## src/hw/rtl/dntp_pkg.sv

```systemverilog
// Shared types and constants for the decimal number text parser.
// Byte classes, queue entry, control encodings and field widths.
// No dependencies.
`default_nettype none

package dntp_pkg;

  localparam int unsigned MantW  = 60;
  localparam int unsigned ExpW   = 16;
  localparam int unsigned EvW    = 15;
  localparam int unsigned FcW    = 16;
  localparam int unsigned SigW   = 5;
  localparam int unsigned CountW = 12;
  localparam int unsigned QDepth = 4;
  localparam int unsigned QPtrW  = 2;
  localparam int unsigned QCntW  = 3;

  localparam logic [7:0] ChDot   = 8'h2E;
  localparam logic [7:0] ChMinus = 8'h2D;
  localparam logic [7:0] ChPlus  = 8'h2B;
  localparam logic [7:0] ChLowE  = 8'h65;
  localparam logic [7:0] ChLowD  = 8'h64;
  localparam logic [7:0] ChUpE   = 8'h45;
  localparam logic [7:0] ChZero  = 8'h30;
  localparam logic [7:0] ChNine  = 8'h39;
  localparam logic [7:0] ChSpace = 8'h20;
  localparam logic [7:0] ChTab   = 8'h09;
  localparam logic [7:0] ChNl    = 8'h0A;
  localparam logic [7:0] ChNul   = 8'h00;

  typedef enum logic [2:0] {
    CL_DIGIT = 3'd0,
    CL_DOT   = 3'd1,
    CL_MINUS = 3'd2,
    CL_PLUS  = 3'd3,
    CL_EXP   = 3'd4,
    CL_SPACE = 3'd5,
    CL_NUL   = 3'd6,
    CL_OTHER = 3'd7
  } cls_e;

  typedef struct packed {
    cls_e       cls;
    logic [3:0] digit;
  } entry_t;

  typedef enum logic [2:0] {
    MODE_SEEK  = 3'b001,
    MODE_PEND  = 3'b010,
    MODE_PARSE = 3'b100
  } mode_e;

  typedef enum logic [3:0] {
    PH_INT  = 4'b0001,
    PH_FRAC = 4'b0010,
    PH_EPOS = 4'b0100,
    PH_ENEG = 4'b1000
  } phase_e;

endpackage

`default_nettype wire

```

## src/hw/rtl/dntp_front.sv

```systemverilog
// Front end: takes text bytes and classifies each into a queue entry.
// Depends on dntp_pkg.
`default_nettype none

module dntp_front (
  input  logic              in_valid_i,
  output logic              in_stall_o,
  input  logic [7:0]        text_byte_i,
  input  logic              q_full_i,
  output logic              push_o,
  output dntp_pkg::entry_t  entry_o
);
  import dntp_pkg::*;

  logic [7:0] digit_off;

  assign in_stall_o = q_full_i;
  assign push_o     = in_valid_i & ~q_full_i;
  assign digit_off  = text_byte_i - ChZero;

  always_comb begin
    entry_o.digit = digit_off[3:0];
    if (text_byte_i >= ChZero && text_byte_i <= ChNine) begin
      entry_o.cls = CL_DIGIT;
    end else if (text_byte_i == ChDot) begin
      entry_o.cls = CL_DOT;
    end else if (text_byte_i == ChMinus) begin
      entry_o.cls = CL_MINUS;
    end else if (text_byte_i == ChPlus) begin
      entry_o.cls = CL_PLUS;
    end else if (text_byte_i == ChLowE || text_byte_i == ChLowD || text_byte_i == ChUpE) begin
      entry_o.cls = CL_EXP;
    end else if (text_byte_i == ChSpace || text_byte_i == ChTab || text_byte_i == ChNl) begin
      entry_o.cls = CL_SPACE;
    end else if (text_byte_i == ChNul) begin
      entry_o.cls = CL_NUL;
    end else begin
      entry_o.cls = CL_OTHER;
    end
  end

endmodule

`default_nettype wire

```

## src/hw/rtl/dntp_queue.sv

```systemverilog
// Short queue of classified bytes between front and back end.
// Depends on dntp_pkg.
`default_nettype none

module dntp_queue (
  input  logic              clk_i,
  input  logic              rst_ni,
  input  logic              push_i,
  input  dntp_pkg::entry_t  push_entry_i,
  input  logic              pop_i,
  output logic              full_o,
  output logic              not_empty_o,
  output dntp_pkg::entry_t  head_o
);
  import dntp_pkg::*;

  entry_t             mem_q [QDepth];
  logic [QPtrW-1:0]   wr_ptr_q, wr_ptr_d;
  logic [QPtrW-1:0]   rd_ptr_q, rd_ptr_d;
  logic [QCntW-1:0]   count_q, count_d;
  logic               do_pop;

  assign full_o      = (count_q == QCntW'(QDepth));
  assign not_empty_o = (count_q != '0);
  assign head_o      = mem_q[rd_ptr_q];
  assign do_pop      = pop_i & not_empty_o;

  always_comb begin
    wr_ptr_d = push_i ? wr_ptr_q + 1'b1 : wr_ptr_q;
    rd_ptr_d = do_pop ? rd_ptr_q + 1'b1 : rd_ptr_q;
    count_d  = count_q;
    if (push_i && !do_pop) begin
      count_d = count_q + 1'b1;
    end else if (!push_i && do_pop) begin
      count_d = count_q - 1'b1;
    end
  end

  always_ff @(posedge clk_i or negedge rst_ni) begin
    if (!rst_ni) begin
      wr_ptr_q <= '0;
      rd_ptr_q <= '0;
      count_q  <= '0;
    end else begin
      wr_ptr_q <= wr_ptr_d;
      rd_ptr_q <= rd_ptr_d;
      count_q  <= count_d;
    end
  end

  always_ff @(posedge clk_i) begin
    if (push_i) begin
      mem_q[wr_ptr_q] <= push_entry_i;
    end
  end

endmodule

`default_nettype wire

```

## src/hw/rtl/dntp_back.sv

```systemverilog
// Back end: number parsing state machine and output register.
// Consumes classified bytes from dntp_queue; depends on dntp_pkg.
`default_nettype none

module dntp_back #(
  parameter int unsigned MAX_DIGITS = 18,
  parameter int unsigned EXP_LIMIT  = 9999
) (
  input  logic                              clk_i,
  input  logic                              rst_ni,
  input  logic                              q_not_empty_i,
  input  dntp_pkg::entry_t                  head_i,
  output logic                              pop_o,
  output logic                              out_valid_o,
  input  logic                              out_stall_i,
  output logic                              status_o,
  output logic                              is_negative_o,
  output logic [dntp_pkg::MantW-1:0]        mantissa_o,
  output logic signed [dntp_pkg::ExpW-1:0]  decimal_exponent_o,
  output logic                              digits_dropped_o,
  output logic [dntp_pkg::CountW-1:0]       chars_used_o
);
  import dntp_pkg::*;

  localparam logic signed [19:0] EvMax = 20'(EXP_LIMIT);
  localparam logic signed [19:0] EvMin = -20'(EXP_LIMIT);
  localparam logic signed [FcW-1:0] FcMax = 16'sd32767;
  localparam logic signed [FcW-1:0] FcMin = -16'sd32767;
  localparam logic signed [16:0] EoMax = 17'sd32767;
  localparam logic signed [16:0] EoMin = -17'sd32767;

  mode_e                   mode_q, mode_d;
  cls_e                    pend_q, pend_d;
  phase_e                  phase_q, phase_d;
  logic                    sign_q, sign_d;
  logic [MantW-1:0]        acc_q, acc_d;
  logic [SigW-1:0]         sig_q, sig_d;
  logic signed [FcW-1:0]   fc_q, fc_d;
  logic signed [EvW-1:0]   ev_q, ev_d;
  logic                    drop_q, drop_d;
  logic [CountW-1:0]       cnt_q, cnt_d;

  logic                    out_valid_q, out_valid_d;
  logic                    status_q;
  logic                    neg_q;
  logic [MantW-1:0]        mant_q;
  logic signed [ExpW-1:0]  eo_q;
  logic                    dropo_q;
  logic [CountW-1:0]       chars_q;

  logic                    out_adv;
  logic                    emit;
  logic                    nonum;
  logic                    quit;
  logic [MantW-1:0]        acc_x10;
  logic signed [19:0]      ev_ext;
  logic signed [19:0]      ev_x10;
  logic signed [19:0]      ev_new;
  logic signed [16:0]      eo_raw;
  logic signed [ExpW-1:0]  eo_sat;

  assign out_adv = ~out_valid_q | ~out_stall_i;
  assign pop_o   = q_not_empty_i & out_adv;

  assign acc_x10 = (acc_q << 3) + (acc_q << 1) + MantW'(head_i.digit);
  assign ev_ext  = 20'(ev_q);
  assign ev_x10  = (ev_ext <<< 3) + (ev_ext <<< 1);
  assign ev_new  = (phase_q == PH_ENEG) ? ev_x10 - 20'(head_i.digit)
                                        : ev_x10 + 20'(head_i.digit);
  assign eo_raw  = 17'(ev_q) - 17'(fc_q);

  always_comb begin
    if (eo_raw > EoMax) begin
      eo_sat = EoMax[ExpW-1:0];
    end else if (eo_raw < EoMin) begin
      eo_sat = EoMin[ExpW-1:0];
    end else begin
      eo_sat = eo_raw[ExpW-1:0];
    end
  end

  always_comb begin
    mode_d  = mode_q;
    pend_d  = pend_q;
    phase_d = phase_q;
    sign_d  = sign_q;
    acc_d   = acc_q;
    sig_d   = sig_q;
    fc_d    = fc_q;
    ev_d    = ev_q;
    drop_d  = drop_q;
    cnt_d   = cnt_q;
    emit    = 1'b0;
    nonum   = 1'b0;
    quit    = 1'b0;
    if (pop_o) begin
      unique case (mode_q)
        MODE_PARSE: begin
          if (head_i.cls == CL_SPACE || head_i.cls == CL_NUL) begin
            emit   = 1'b1;
            mode_d = MODE_SEEK;
          end else begin
            unique case (head_i.cls)
              CL_MINUS: begin
                if (phase_q == PH_INT && acc_q == '0) begin
                  sign_d = 1'b1;
                end else if (phase_q == PH_EPOS && ev_q == '0) begin
                  phase_d = PH_ENEG;
                end else begin
                  quit = 1'b1;
                end
              end
              CL_DOT:  phase_d = PH_FRAC;
              CL_EXP:  phase_d = PH_EPOS;
              CL_PLUS: ;
              CL_DIGIT: begin
                if (phase_q == PH_INT || phase_q == PH_FRAC) begin
                  if (sig_q < SigW'(MAX_DIGITS)) begin
                    acc_d = acc_x10;
                    if (acc_x10 != '0) begin
                      sig_d = sig_q + 1'b1;
                    end
                    if (phase_q == PH_FRAC && fc_q != FcMax) begin
                      fc_d = fc_q + 1'b1;
                    end
                  end else begin
                    drop_d = 1'b1;
                    if (phase_q == PH_INT && fc_q != FcMin) begin
                      fc_d = fc_q - 1'b1;
                    end
                  end
                end else if (ev_new > EvMax) begin
                  ev_d = EvMax[EvW-1:0];
                end else if (ev_new < EvMin) begin
                  ev_d = EvMin[EvW-1:0];
                end else begin
                  ev_d = ev_new[EvW-1:0];
                end
              end
              default: quit = 1'b1;
            endcase
            if (quit) begin
              emit = 1'b1;
              if (head_i.cls == CL_MINUS) begin
                pend_d = head_i.cls;
                mode_d = MODE_PEND;
              end else begin
                mode_d = MODE_SEEK;
              end
            end else if (cnt_q != '1) begin
              cnt_d = cnt_q + 1'b1;
            end
          end
        end
        default: begin
          if (head_i.cls == CL_DIGIT) begin
            mode_d  = MODE_PARSE;
            phase_d = PH_INT;
            sign_d  = 1'b0;
            acc_d   = MantW'(head_i.digit);
            sig_d   = SigW'(head_i.digit != '0);
            fc_d    = '0;
            ev_d    = '0;
            drop_d  = 1'b0;
            cnt_d   = CountW'(1);
            if (mode_q == MODE_PEND) begin
              cnt_d = CountW'(2);
              if (pend_q == CL_DOT) begin
                phase_d = PH_FRAC;
                fc_d    = FcW'(1);
              end else if (pend_q == CL_MINUS) begin
                sign_d = 1'b1;
              end
            end
          end else if (head_i.cls == CL_DOT || head_i.cls == CL_MINUS ||
                       head_i.cls == CL_PLUS) begin
            pend_d = head_i.cls;
            mode_d = MODE_PEND;
          end else begin
            nonum  = (head_i.cls == CL_NUL);
            mode_d = MODE_SEEK;
          end
        end
      endcase
    end
  end

  assign out_valid_d = out_adv ? (emit | nonum) : out_valid_q;

  always_ff @(posedge clk_i or negedge rst_ni) begin
    if (!rst_ni) begin
      mode_q      <= MODE_SEEK;
      pend_q      <= CL_OTHER;
      phase_q     <= PH_INT;
      sign_q      <= 1'b0;
      acc_q       <= '0;
      sig_q       <= '0;
      fc_q        <= '0;
      ev_q        <= '0;
      drop_q      <= 1'b0;
      cnt_q       <= '0;
      out_valid_q <= 1'b0;
    end else begin
      mode_q      <= mode_d;
      pend_q      <= pend_d;
      phase_q     <= phase_d;
      sign_q      <= sign_d;
      acc_q       <= acc_d;
      sig_q       <= sig_d;
      fc_q        <= fc_d;
      ev_q        <= ev_d;
      drop_q      <= drop_d;
      cnt_q       <= cnt_d;
      out_valid_q <= out_valid_d;
    end
  end

  always_ff @(posedge clk_i) begin
    if (emit) begin
      status_q <= 1'b0;
      neg_q    <= sign_q;
      mant_q   <= acc_q;
      eo_q     <= eo_sat;
      dropo_q  <= drop_q;
      chars_q  <= cnt_q;
    end else if (nonum) begin
      status_q <= 1'b1;
      neg_q    <= 1'b0;
      mant_q   <= '0;
      eo_q     <= '0;
      dropo_q  <= 1'b0;
      chars_q  <= '0;
    end
  end

  assign out_valid_o        = out_valid_q;
  assign status_o           = status_q;
  assign is_negative_o      = neg_q;
  assign mantissa_o         = mant_q;
  assign decimal_exponent_o = eo_q;
  assign digits_dropped_o   = dropo_q;
  assign chars_used_o       = chars_q;

endmodule

`default_nettype wire

```

## src/hw/rtl/decimal_number_text_parser_core.sv

```systemverilog
// Decimal number text parser, top level: front end, byte queue, back end.
// Depends on dntp_pkg, dntp_front, dntp_queue and dntp_back.
//
// Input: one text byte per request on in_valid_i/in_stall_o; NUL ends a string.
// Output: one request per parsed number on out_valid_o/out_stall_i, carrying
// sign, decimal mantissa (up to MAX_DIGITS digits), saturated decimal exponent,
// a dropped-digits flag and the byte count. A NUL seen with no number pending
// gives a request with status 1 and all other fields zero.
// Throughput: one byte per cycle, except while a stalled result is held in
// the output register. The byte ending the number (terminator or quitting
// byte) is written into the queue; the result is registered when it is popped.
// A four-entry queue decouples input from output; when the receiver stalls,
// the result register holds and the queue keeps taking bytes until full,
// then in_stall_o rises. Reset clears the queue and returns the parser to
// seeking with no pending byte and no result.
`default_nettype none

module decimal_number_text_parser_core #(
  parameter int unsigned MAX_DIGITS = 18,
  parameter int unsigned EXP_LIMIT  = 9999
) (
  input  logic                              clk_i,
  input  logic                              rst_ni,
  input  logic                              in_valid_i,
  output logic                              in_stall_o,
  input  logic [7:0]                        text_byte_i,
  output logic                              out_valid_o,
  input  logic                              out_stall_i,
  output logic                              status_o,
  output logic                              is_negative_o,
  output logic [dntp_pkg::MantW-1:0]        mantissa_o,
  output logic signed [dntp_pkg::ExpW-1:0]  decimal_exponent_o,
  output logic                              digits_dropped_o,
  output logic [dntp_pkg::CountW-1:0]       chars_used_o
);
  import dntp_pkg::*;

  logic   q_full;
  logic   q_not_empty;
  logic   push;
  logic   pop;
  entry_t push_entry;
  entry_t head;

  dntp_front u_front (
    .in_valid_i  (in_valid_i),
    .in_stall_o  (in_stall_o),
    .text_byte_i (text_byte_i),
    .q_full_i    (q_full),
    .push_o      (push),
    .entry_o     (push_entry)
  );

  dntp_queue u_queue (
    .clk_i        (clk_i),
    .rst_ni       (rst_ni),
    .push_i       (push),
    .push_entry_i (push_entry),
    .pop_i        (pop),
    .full_o       (q_full),
    .not_empty_o  (q_not_empty),
    .head_o       (head)
  );

  dntp_back #(
    .MAX_DIGITS (MAX_DIGITS),
    .EXP_LIMIT  (EXP_LIMIT)
  ) u_back (
    .clk_i              (clk_i),
    .rst_ni             (rst_ni),
    .q_not_empty_i      (q_not_empty),
    .head_i             (head),
    .pop_o              (pop),
    .out_valid_o        (out_valid_o),
    .out_stall_i        (out_stall_i),
    .status_o           (status_o),
    .is_negative_o      (is_negative_o),
    .mantissa_o         (mantissa_o),
    .decimal_exponent_o (decimal_exponent_o),
    .digits_dropped_o   (digits_dropped_o),
    .chars_used_o       (chars_used_o)
  );

endmodule

`default_nettype wire
```

## config.mk

```make
export PLATFORM = sky130hd
export DESIGN_NAME = decimal_number_text_parser_core
export DESIGN_NICKNAME = d
export VERILOG_FILES = /design/src/hw/rtl/dntp_pkg.sv /design/src/hw/rtl/dntp_front.sv /design/src/hw/rtl/dntp_queue.sv /design/src/hw/rtl/dntp_back.sv /design/src/hw/rtl/decimal_number_text_parser_core.sv
export SDC_FILE = /design/constraint.sdc
export NUM_CORES = 1
export LEC_CHECK = 0
export ABC_AREA = 1
export ABC_CLOCK_PERIOD_IN_PS = 4400
export BUFFER_PORTS_ARGS = -buffer_cell sky130_fd_sc_hd__buf_2
export CAP_MARGIN = 20
export CORE_MARGIN = 3
export CORE_UTILIZATION = 56
export CTS_CLUSTER_SIZE = 40
export DETAILED_ROUTE_END_ITERATION = 8
export PLACE_DENSITY = 0.86
export SYNTH_ARGS = -nofsm -noshare
export SYNTH_HDL_FRONTEND = slang
export SYNTH_HIERARCHICAL = 1
export SYNTH_SLANG_ARGS = --single-unit
```

## constraint.sdc

```tcl
create_clock -name clk_i -period 4.4 [get_ports clk_i]
set_input_delay 0.22 -clock clk_i [delete_from_list [all_inputs] [get_ports clk_i]]
set_output_delay 0.22 -clock clk_i [all_outputs]
set_load 0.01 [all_outputs]
```

Yosys cells after proc, flatten, opt, wreduce, memory -nomap -nowiden

Memory sizes are Yosys's and may differ from the RTL's.
Index checks and enable logic that the tools add are counted.

Bits in registers: 219
Memory bits (writable): 28
Input bits: 12
Output and inout port bits: 93
Logic and storage cells: 243
Memories kept: 1

Add/subtract/negate cells: 15
$lt $le $gt $ge: 7
Equal/unequal tests: 45
Multiplexer cells: 107
Bitwise operators: 8
Reduce and logical (&&, ||, !) cells: 40

Memory list:

| name          | words | width | read ports | clocked after memory_dff | write ports | RTL line         | text |
|---|---|---|---|---|---|---|---|
| u_queue.mem_q | 4     | 7     | 1          | 0                        | 1           | dntp_queue.sv:17 | `entry_t mem_q [QDepth];` |

Operators with widths:

| operator             | count |
|---|---|
| $mux 60              | 8 |
| $mux 16              | 13 |
| $mux 15              | 7 |
| $mux 12              | 7 |
| $add 60x4->60        | 1 |
| $add 60x60->60       | 1 |
| $logic_not 60->1     | 1 |
| $reduce_bool 60->1   | 1 |
| $mux 3               | 18 |
| $mux 5               | 7 |
| $mux 1               | 34 |
| $eq 8x6->1 const B   | 4 |
| $ne 16x16->1 const B | 2 |
| $eq 8x7->1 const B   | 3 |
| $mux 4               | 6 |
| $reduce_and 6->1     | 4 |
| $add 20x4->20        | 1 |
| $gt 20x15->1 const B | 1 |
| $lt 20x15->1 const B | 1 |
| $mux 20              | 1 |
| $sub 20x4->20        | 1 |
| $add 18x16->19       | 1 |
| $gt 17x16->1 const B | 1 |
| $lt 17x16->1 const B | 1 |
| 46 further kinds     | 97 |

Longest topological paths before layout

Gate-level depths: netlist of the first run.

Depth after elaboration: 13
Gate-level depth with buffers: 29
Depth with buffers taken out: 28

Hierarchy

Netlist of the first run, hierarchy kept.

By module, submodules not included:

| module     | times used | cells each | area each (um2) | seq. area each (um2) |
|---|---|---|---|---|
| dntp_back  | 1          | 2575       | 17621.9         | 5756.8 |
| dntp_queue | 1          | 137        | 1601.5          | 1016.0 |
| dntp_front | 1          | 54         | 270.3           | 0.0 |

Worst setup path after synthesis of the first run

No wires, ideal clock.

Kind: register -> register
Start point: register u_queue.rd_ptr_q[0]
End point: register u_back.chars_q[0] (netlist: u_back/chars_used_o[0]) (enable)
Library setup time: 0.451 ns
Data arrival time: 4.030 ns
Required time: 3.949 ns
Setup slack: -0.081 ns
Stages on the path, launching flop included: 20
Buffers on the path: 4
Clock period less this slack: 4.481 ns
Cell sequence: dfrtp_1 inv_2 buf_6 buf_12 o211ai_2 nand2_1 inv_1 nor2_1 inv_1 nor2_1 o21ai_0 inv_1 nand2_1 o21ai_0 nand2_1 nor2_1 inv_2 buf_2 buf_1 nand2_1

RTL lines:

| element                | RTL line         | text |
|---|---|---|
| start, declared        | dntp_queue.sv:19 | `logic [QPtrW-1:0] rd_ptr_q, rd_ptr_d;` |
| start signal, assigned | dntp_queue.sv:46 | `rd_ptr_q <= rd_ptr_d;` |
| end signal, assigned   | dntp_back.sv:225 | `chars_q <= cnt_q;` |
| end, declared          | dntp_back.sv:49  | `logic [CountW-1:0] chars_q;` |

==> impl_metrics.env, run 1 <==
export IMPL_dp_hpwl_um=45300
export IMPL_io_pins=105
export IMPL_place_area_um2=20520
export IMPL_finalCritPeriodShare_pct=91.94
export IMPL_multi_input_area_um2=10960
export IMPL_synth_nets=2958
export IMPL_postCtsSetupBuffers=0
export IMPL_clk_pin_slew_ns=0.06
export IMPL_die_area_um2=37090
export IMPL_ys_warnings_count=6
export IMPL_row_count=67
export IMPL_drc=0
export IMPL_numCtsBuffers=27
export IMPL_drt_pass1_iterations=5
export IMPL_grt_pass1_vias=17936
export IMPL_hold_class="input pin to flip-flop"
export IMPL_cts_tree="yes"
export IMPL_synth_top_area_share_pct=18.18
export IMPL_clkSinkCount=247
export IMPL_grt_pass1_wl_um=91840
export IMPL_grt_max_degree=100
export IMPL_final_net_count=3070
export IMPL_regArea_um2=6774
export IMPL_coreArea_um2=33950
export IMPL_slew_headroom_pct=33.30
export IMPL_synthCells=2766
export IMPL_synth_edf_count=118
export IMPL_power_density_nw_per_um2=681.6
export IMPL_avgSynthCellArea_um2=7.048
export IMPL_setup_violations=0
export IMPL_die_h_um=192.6
export IMPL_area_delta_synth_final_pct=10.35
export IMPL_max_freq_mhz=247.2
export IMPL_dr_first_iter_drc_count=1801
export IMPL_ir_worst_vdd_v=0.0004213
export IMPL_cts_root_buf="clkbuf_16"
export IMPL_fillers=3110
export IMPL_p_total_mw=14.66
export IMPL_place_gp_congestion=1.004
export IMPL_slew_violations=0
export IMPL_wl_um=57310
export IMPL_num_vias=19049
export IMPL_hold_viol_final=0
export IMPL_ys_ff_latch=247
export IMPL_initial_core_util_pct=57.42
export IMPL_period_minus_slack_ns=4.046
export IMPL_worstSkewPairLatency_ns=0.56
export IMPL_hold_start="in_valid_i"
export IMPL_cp_end_kind="flip-flop"
export IMPL_cap_viol_max_count=0
export IMPL_ctsHtreeMaxLevel=1
export IMPL_async_reset_ff_share_pct=51.82
export IMPL_cp_data_arrival_time_ns=4.52
export IMPL_fin_worst_skew_ns=0.02860
export IMPL_cp_max_fo=11
export IMPL_synthTopCellsByCount="802 x nand2_1, 403 x inv_1, 345 x nor2_1"
export IMPL_critPathLaunch="u_queue/rd_ptr_q[0]$_DFFE_PN0P_"
export IMPL_yosys_top_cells_area="edfxtp_1 18%, dfrtp_1 16%, nand2_1 15%, ha_1 11%, inv_1 7.8%"
export IMPL_antenna_cells=0
export IMPL_yosys_area_top_type="edfxtp_1"
export IMPL_avgRoutedWirePerCell_um=17.12
export IMPL_cp_required_ns=4.87
export IMPL_clk_path_buf_depth=3
export IMPL_cp_start_kind="flip-flop"
export IMPL_yosysUniqueCellTypes=55
export IMPL_via_per_inst=5.691
export IMPL_drive_above_1_share_pct=8.072
export IMPL_grt_antenna_before_repair=1
export IMPL_grt_total_usage_pct=30.82
export IMPL_synth_most_common_cell="nand2_1"
export IMPL_worstSetupPathType="flip-flop to flip-flop"
export IMPL_die_width_um=192.6
export IMPL_yosysSeqAreaShare_pct=34.74
export IMPL_r2r_start="u_queue/rd_ptr_q[0]$_DFFE_PN0P_"
export IMPL_grt_overflow_total=0
export IMPL_portBuffers=104
export IMPL_final_area_um2=21510
export IMPL_p_leak_nw=10.94
export IMPL_antenna_left=0
export IMPL_worstMarginPinSlew_ns=1.001
export IMPL_status="finished, final reports clean"
export IMPL_syn_area_um2=19490
export IMPL_ys_flop_type="dfrtp_1"
==> worst max-delay path: stages (launching register included) <==
cell      delay [ns]
dfrtp_1         0.41
inv_4           0.13
nand2_1         0.07
o211ai_1        0.09
nand2_1         0.12
fa_1            0.57
inv_1           0.07
fa_1            0.45
inv_1           0.12
nand3_1         0.13
nand3_1         0.14
nand2_1         0.09
nand2_1         0.17
nand2_1         0.07
nand2_1         0.09
xnor2_1         0.22
nand2_1         0.16
nor2_1          0.14
nand4_1         0.12
nor2_1          0.17
nand3_2         0.16
nand2_2         0.14
nand2_1         0.08
nand2_1         0.06
==> worst paths after layout <==
path                                                   end  slack, ns  cells past startpoint
min in group asynchronous     u_back/acc_q[32]$_DFFE_PN0P_       0.31                      2
max in group asynchronous     u_back/cnt_q[10]$_DFFE_PN0P_       3.12                      3
max reg2reg                    u_back/sig_q[4]$_DFFE_PN0P_       0.35                     23
max                            u_back/sig_q[4]$_DFFE_PN0P_       0.35                     23
min                        u_queue/wr_ptr_q[1]$_DFFE_PN0P_       0.10                      5
min reg2reg                   u_back/pend_q[2]$_DFFE_PN1P_       0.47                      2
==> final cells by class <==
| class | instances | share of cell area, % |
|---|---|---|
| multi-input cells | 2054 | 50.96 |
| flip-flops and latches | 247 | 31.49 |
| inverters | 425 | 7.427 |
| clock buffers | 38 | 3.612 |
| repair buffers | 123 | 3.315 |
| well taps | 448 | 2.606 |
| clock inverters | 12 | 0.5933 |
==> stage by stage <==
step	std cells	utilization (%)	worst slack, ns	hold WS [ns]	TNS, ns
6_report	3347	63.36	0.3545	0.1005	0
5_1_grt	3347	63.36	-0.009223	0.1490	-0.009223
4_1_cts	3347	63.27	0.1863	0.07571	0
3_5_place_dp	3291	60.43	0.2025	0.3947	0
3_3_place_gp	3291	60.43	0.4053	0.3828	0
2_1_floorplan	2766	-	0.7136	-0.07559	0
==> report_power, final <==
part | leakage, nW | total, mW | switching [mW] | internal [mW]
Combinational | 7.66 | 8.49 | 5.71 | 2.79
Sequential | 2.83 | 3.88 | 0.573 | 3.30
Clock | 0.445 | 2.29 | 0.941 | 1.35
==> sequential cells by signal (all words and copies together), names as in the netlist, 3 cells and up <==
name	cells
u_back/chars_used_o	12
u_back/cnt_q	12
u_back/mantissa_o	60
u_back/fc_q	16
u_queue/count_q	3
u_queue/mem_q	28
u_back/mode_q	3
u_back/sig_q	5
u_back/ev_q	15
u_back/acc_q	60
u_back/decimal_exponent_o	16
u_back/phase_q	4
u_back/pend_q	3
==> per-layer routing <==
metal / part of all wire [%] / up-vias / track usage, %
met1: 45 / 8940 / 44.48
met2: 45 / 723 / 49.51
met5: 0.014 / - / 0
met4: 3.0 / 2 / 8.882
li1: - / 9281 / -
met3: 7.5 / 103 / 2.852
==> cell usage in the layout (no fill, tap or decap), types with 3 or more instances in the layout <==
master / instances
a21o_1: 8
a21oi_1: 128
a31oi_1: 5
buf_2: 103
buf_4: 10
clkbuf_1: 5
clkbuf_16: 27
clkbuf_8: 6
clkinv_1: 4
clkinv_4: 3
dfrtp_1: 122
dfstp_2: 5
dlygate4sd3_1: 6
edfxtp_1: 118
fa_1: 8
ha_1: 172
inv_1: 403
inv_2: 20
nand2_1: 800
nand2_2: 12
nand3_1: 172
nand3_2: 7
nand3b_1: 15
nand4_1: 51
nor2_1: 343
nor2_2: 7
nor3_1: 37
nor4_1: 16
o211ai_1: 11
o211ai_2: 9
o21a_1: 8
o21ai_0: 108
o21ai_1: 7
o21bai_1: 7
o22ai_1: 41
o31ai_1: 9
or2_2: 3
xnor2_1: 18
xor2_1: 29
==> logic make-up after synthesis <==
family | count (synthesis) | share of synthesized area (%)
XOR/XNOR | 47 | 2.112
adder cells (fa/ha/maj) | 180 | 11.86
AND/OR/NAND/NOR | 1473 | 31.45
AO/OA/AOI/OAI | 354 | 10.59
buffers and inverters | 465 | 9.243
flip-flops | 247 | 34.74
==> repair_timing <==
item	CTS	global route
endpoints found under the setup margin	0	19
endpoints found under the hold margin	110	0
gates resized for setup	0	8
hold buffers	6	0
(Power assumes the default switching activity.)
==> run 2: changes to the inputs <==
--- a/config.mk
+++ b/config.mk
@@ -6,7 +6,7 @@
 export NUM_CORES = 1
 export LEC_CHECK = 0
 export ABC_AREA = 1
-export ABC_CLOCK_PERIOD_IN_PS = 4400
+export ABC_CLOCK_PERIOD_IN_PS = 3350
 export BUFFER_PORTS_ARGS = -buffer_cell sky130_fd_sc_hd__buf_2
 export CAP_MARGIN = 20
 export CORE_MARGIN = 3
@@ -14,6 +14,7 @@
 export CTS_CLUSTER_SIZE = 40
 export DETAILED_ROUTE_END_ITERATION = 8
 export PLACE_DENSITY = 0.86
+export SLEW_MARGIN = 10
 export SYNTH_ARGS = -nofsm -noshare
 export SYNTH_HDL_FRONTEND = slang
 export SYNTH_HIERARCHICAL = 1
==> constraint.sdc (replaced) <==
create_clock -name clk_i -period 3.35 [get_ports clk_i]
set_input_delay 0.1675 -clock clk_i [delete_from_list [all_inputs] [get_ports clk_i]]
set_output_delay 0.1675 -clock clk_i [all_outputs]
set_load 0.01 [all_outputs]
==> impl_metrics.env, run 2 (synthesis results as in run 1) <==
export IMPL_rsz0062_at_grt="yes"
export IMPL_die_area_um2=37090
export IMPL_cp_max_fo=6
export IMPL_p_leak_nw=12.41
export IMPL_clkSinkCount=247
export IMPL_hold_viol_final=0
export IMPL_max_freq_mhz=255.7
export IMPL_drc=0
export IMPL_holdWs_ns=0.01700
export IMPL_final_util_pct=72.25
export IMPL_worst_slack_ns=-0.5604
export IMPL_coreArea_um2=33950
export IMPL_mostFrequentLayoutCells="727 x nand2_1, 386 x inv_1, 325 x nor2_1"
export IMPL_numCtsBuffers=27
export IMPL_die_width_um=192.6
export IMPL_portBuffers=104
export IMPL_setup_violations=24
export IMPL_net_switching_power_mw=11.25
export IMPL_cap_viol_max_count=0
export IMPL_power_density_nw_per_um2=971.4
export IMPL_clk_pin_slew_ns=0.06
export IMPL_clk_path_buf_depth=3
export IMPL_drt_pass1_iterations=6
export IMPL_die_h_um=192.6
export IMPL_cp_data_arrival_time_ns=4.41
export IMPL_ctsHtreeMaxLevel=1
export IMPL_dp_hpwl_um=48170
export IMPL_dp_cells=3494
export IMPL_via_per_inst=5.712
export IMPL_final_cells=3588
export IMPL_antenna_cells=0
export IMPL_area_delta_synth_final_pct=25.83
export IMPL_dr_first_iter_drc_count=2133
export IMPL_p_total_mw=23.83
export IMPL_cts_root_buf="clkbuf_16"
export IMPL_worstMarginPinSlew_ns=0.9182
export IMPL_antenna_left=0
export IMPL_worstSetupPathType="flip-flop to flip-flop"
export IMPL_layout_commonest_cell="nand2_1"
export IMPL_drive_above_1_share_pct=21.24
export IMPL_cts_tree="yes"
export IMPL_status="finished, violations left"
export IMPL_initial_core_util_pct=57.42
export IMPL_switching_share_pct=47.21
export IMPL_grt_pass1_vias=19268
export IMPL_seq_power_share_pct=21.3
export IMPL_cp_end_kind="flip-flop"
export IMPL_wl_um=65010
export IMPL_finalCritPeriodShare_pct=116.7
export IMPL_row_count=67
export IMPL_period_minus_slack_ns=3.910
export IMPL_avgRoutedWirePerCell_um=18.12
export IMPL_grt_max_degree=108
export IMPL_io_pins=105
export IMPL_grt_pass1_wl_um=98590
export IMPL_ir_worst_vdd_v=0.0007520
export IMPL_fin_worst_skew_ns=0.009566
export IMPL_num_vias=20495
export IMPL_intPower_mw=12.58
export IMPL_worstSkewPairLatency_ns=0.57
export IMPL_final_net_count=3311
export IMPL_grt_total_usage_pct=32.99
export IMPL_cp_start_kind="flip-flop"
export IMPL_slew_headroom_pct=38.22
export IMPL_grt_antenna_before_repair=0
export IMPL_fin_tns_setup_ns=-8.867
export IMPL_hold_class="input pin to async pin"
export IMPL_violations="negative setup slack"
export IMPL_cp_required_ns=3.85
export IMPL_grt_overflow_total=0
export IMPL_p_clk_share_pct=14.0
export IMPL_slew_violations=0
export IMPL_place_gp_congestion=1.067
export IMPL_power_frac_comb_pct=64.7
[run 2: final cells by class]
cell class              count  area, um2
multi-input cells        2054      11850
repair inverters            1      7.507
well taps                 448      560.5
repair buffers            363       2719
inverters                 425       1612
clock buffers              31      730.7
flip-flops and latches    247       6774
fillers                  2569       9423
clock inverters            19      271.5
[run 2: routing by layer]
layer	up-vias	part of all wire, %	GRT usage [%]
li1	9766	-	-
met1	9507	42	46.48
met2	1016	46	53.78
met3	206	8.4	3.869
met4	0	3.7	9.358
met5	-	0	0
[run 2: critical path, stage by stage, from the launching register on]
cell and delay [ns]:
dfrtp_1 0.42, buf_6 0.15, inv_8 0.07, buf_6 0.11, nand2_1 0.08, o211ai_2 0.07, nand2_2 0.11, ha_4 0.31
ha_4 0.14, inv_2 0.05, fa_2 0.43, xor2_2 0.19, nand2_1 0.09, nor2_1 0.14, nand2_1 0.08, nor2_1 0.12
nand2_1 0.06, nor2_1 0.09, nand3_1 0.09, nor2_1 0.11, nand3_1 0.15, nor2_1 0.14, nand4_1 0.09, nor2_1 0.13
nand3_2 0.17, nand2_4 0.13, nand2_1 0.05, nand2_1 0.07
[run 2: worst paths after layout]
check	from	endpoint	slack [ns]	depth (start not counted)
max	u_queue/rd_ptr_q[0]$_DFFE_PN0P_	u_back/sig_q[2]$_DFFE_PN0P_	-0.56	27
min	rst_ni	u_back/acc_q[35]$_DFFE_PN0P_	0.02	2
max reg2reg	u_queue/rd_ptr_q[0]$_DFFE_PN0P_	u_back/sig_q[2]$_DFFE_PN0P_	-0.56	27
min reg2reg	u_back/status_o$_SDFFE_PP0P_	u_back/status_o$_SDFFE_PP0P_	0.47	2
max in group asynchronous	rst_ni	u_back/phase_q[0]$_DFFE_PN1P_	2.60	3
min in group clk_i	in_valid_i	u_queue/wr_ptr_q[1]$_DFFE_PN0P_	0.03	5
[run 2: repair_timing]
action | in CTS | in global routing
buffers inserted | 18 | 16
endpoints found under the hold margin | 118 | 0
cloned | 1 | 4
pin swaps | 33 | 79
resized for setup | 71 | 179
endpoints found under the setup margin | 105 | 146
hold buffers | 6 | 0
[run 2: power by group through the flow]
stage	Sequential, mW	Clock [mW]	Combinational [mW]
finish	5.07	3.33	15.4
global route	5.18	3.49	16.7
CTS	5.04	3.35	13.7
detailed placement	5.07	0	13.0
global placement	5.01	0	12.6
floorplan	5.10	0	7.68
[run 2: metrics by stage]
step	area (um2)	setup WS, ns
finish	24530	-0.5604
floorplan	19520	0.002856
detailed placement	22130	-0.4429
global placement	22130	-0.3081
CTS	23600	-0.3892
global route	24530	-0.7834
==> run 3: changes to the inputs <==
--- a/config.mk
+++ b/config.mk
@@ -6,7 +6,7 @@
 export NUM_CORES = 1
 export LEC_CHECK = 0
 export ABC_AREA = 1
-export ABC_CLOCK_PERIOD_IN_PS = 3350
+export ABC_CLOCK_PERIOD_IN_PS = 3260
 export BUFFER_PORTS_ARGS = -buffer_cell sky130_fd_sc_hd__buf_2
 export CAP_MARGIN = 20
 export CORE_MARGIN = 3
==> constraint.sdc (replaced) <==
create_clock -name clk_i -period 3.26 [get_ports clk_i]
set_input_delay 0.163 -clock clk_i [delete_from_list [all_inputs] [get_ports clk_i]]
set_output_delay 0.163 -clock clk_i [all_outputs]
set_load 0.01 [all_outputs]
==> impl_metrics.env, run 3 (synthesis results as in run 1) <==
export IMPL_status="finished, violations left"
export IMPL_violations="negative setup slack"
export IMPL_dp_hpwl_um=49750
export IMPL_drt_pass1_iterations=7
export IMPL_area_delta_synth_final_pct=27.68
export IMPL_fin_worst_skew_ns=0.01619
export IMPL_cp_max_fo=6
export IMPL_cp_required_ns=3.77
export IMPL_clk_path_buf_depth=3
export IMPL_layout_commonest_cell="nand2_1"
export IMPL_wl_um=67140
export IMPL_clk_pin_slew_ns=0.06
export IMPL_p_total_mw=24.76
export IMPL_portBuffers=104
export IMPL_drive_above_1_share_pct=22.41
export IMPL_io_pins=105
export IMPL_coreArea_um2=33950
export IMPL_worstMarginPinSlew_ns=1.016
export IMPL_power_density_nw_per_um2=994.7
export IMPL_cp_data_arrival_time_ns=4.37
export IMPL_worstSetupPathType="flip-flop to flip-flop"
export IMPL_mostFrequentLayoutCells="726 x nand2_1, 389 x inv_1, 320 x nor2_1"
export IMPL_final_net_count=3376
export IMPL_slowest_delay_ns=0.47
export IMPL_row_count=67
export IMPL_grt_pass1_vias=20042
export IMPL_ir_worst_vdd_v=0.0007061
export IMPL_max_freq_mhz=259.0
export IMPL_place_gp_congestion=1.066
export IMPL_pre_cts_slack_ns=-0.6402
export IMPL_cpMostUsedCell="nand2_1"
export IMPL_grt_overflow_total=0
export IMPL_rsz0062_at_grt="yes"
export IMPL_cts_root_buf="clkbuf_16"
export IMPL_cap_viol_max_count=0
export IMPL_worst_slack_ns=-0.6007
export IMPL_cp_start_kind="flip-flop"
export IMPL_crit_chain="clkinvlp_4 > o211ai_1 > nand2_2 > fa_1 > ha_2 > nand3_2 > buf_4 > nor2_4 > nor2_1 > inv_1 > nand2_1 > nand2_2 > nand2_1 > nor2_1 > nand3_1 > nor2_2 > nand3_2 > nor2_1 > nand4_1 > nor2_2 > nand3_4 > nand2_4 > nand2_1 > nand2_1"
export IMPL_grt_antenna_before_repair=0
export IMPL_setup_violations=31
export IMPL_grt_total_usage_pct=34.84
export IMPL_drc=0
export IMPL_cp_end_kind="flip-flop"
export IMPL_path_buf_inv=3
export IMPL_num_vias=21192
export IMPL_p_leak_nw=12.72
export IMPL_slew_violations=0
export IMPL_worstSkewPairLatency_ns=0.57
export IMPL_grt_pass1_wl_um=103300
export IMPL_die_h_um=192.6
export IMPL_die_width_um=192.6
export IMPL_slowest_stage="fa_1"
export IMPL_initial_core_util_pct=57.42
export IMPL_hold_class="input pin to flip-flop"
export IMPL_antenna_left=0
export IMPL_period_minus_slack_ns=3.861
export IMPL_antenna_cells=0
export IMPL_hold_viol_final=0
export IMPL_avgRoutedWirePerCell_um=18.38
export IMPL_cp_top_family="simple AND/OR/NAND/NOR gates"
export IMPL_grt_max_degree=105
export IMPL_numCtsBuffers=27
export IMPL_via_per_inst=5.803
export IMPL_die_area_um2=37090
export IMPL_slew_headroom_pct=32.26
export IMPL_cts_tree="yes"
export IMPL_dr_first_iter_drc_count=2350
export IMPL_clkSinkCount=247
export IMPL_ctsHtreeMaxLevel=1
export IMPL_finalCritPeriodShare_pct=118.4
[run 3: worst paths after layout]
kind                                                 start                         endpoint  slack (ns)  cells after the start
hold reg to reg               u_back/status_o$_SDFFE_PP0P_     u_back/status_o$_SDFFE_PP0P_        0.47                      2
max in group asynchronous                           rst_ni  u_queue/rd_ptr_q[0]$_DFFE_PN0P_        2.10                      3
setup / recovery           u_queue/rd_ptr_q[0]$_DFFE_PN0P_      u_back/sig_q[3]$_DFFE_PN0P_       -0.60                     24
setup reg to reg           u_queue/rd_ptr_q[0]$_DFFE_PN0P_      u_back/sig_q[3]$_DFFE_PN0P_       -0.60                     24
hold / removal                                  in_valid_i  u_queue/wr_ptr_q[1]$_DFFE_PN0P_        0.05                      5
min in group asynchronous                           rst_ni     u_back/acc_q[28]$_DFFE_PN0P_        0.30                      2
[run 3: worst register-to-register path: stages (launching register included)]
cell and delay [ns]:
dfrtp_2 0.43, clkinvlp_4 0.15, o211ai_1 0.22, nand2_2 0.10
fa_1 0.47, ha_2 0.34, nand3_2 0.12, buf_4 0.18
nor2_4 0.10, nor2_1 0.07, inv_1 0.09, nand2_1 0.10
nand2_2 0.11, nand2_1 0.09, nor2_1 0.12, nand3_1 0.12
nor2_2 0.16, nand3_2 0.10, nor2_1 0.09, nand4_1 0.09
nor2_2 0.17, nand3_4 0.14, nand2_4 0.11, nand2_1 0.06
nand2_1 0.07
[run 3: stage by stage]
| step | setup TNS [ns] | instances | utilization, % | hold slack [ns] | instance area [um2] |
|---|---|---|---|---|---|
| final | -8.741 | 3652 | 73.31 | 0.04643 | 24890 |
| after CTS | -3.229 | 3642 | 71.40 | 0.02819 | 24240 |
| after global routing | -14.92 | 3652 | 73.31 | 0.08771 | 24890 |
| after floorplan | -0.4310 | 2766 | - | -0.1326 | 19520 |
| after global placement | -5.838 | 3572 | 66.90 | 0.3376 | 22710 |
| after detailed placement | -8.762 | 3572 | 66.90 | 0.3501 | 22710 |
[run 3: metal layers]
layer,wire length (um),track usage [%],share of wire [%],vias to the layer above
li1,-,-,-,9909
met1,27580,46.77,41,9963
met2,30890,57.80,46,1091
met3,5833,5.195,8.7,229
met4,2829,11.68,4.2,0
met5,0,0,0,-
[run 3: area by class of cell]
class,instances,area (um2)
inverters,425,1613
repair inverters,1,7.507
clock buffers,33,718.2
clock inverters,16,200.2
repair buffers,428,3191
fillers,2570,9061
well taps,448,560.5
flip-flops and latches,247,6775
multi-input cells,2054,11830
[run 3: what timing repair did]
item / in CTS / in global routing
endpoints found under the setup margin: 34 / 240
gates resized for setup: 114 / 136
buffers inserted: 14 / 8
gates cloned: 2 / 3
hold buffers: 6 / 0
hold endpoints to repair: 114 / 0
pin swaps: 21 / 61
[run 3: power breakdown]
group          total [mW]  switching, mW  internal (mW)
clock network        3.20           1.31           1.89
logic                16.4           9.70           6.67
registers            5.20          0.745           4.45
total                24.8           11.8           13.0
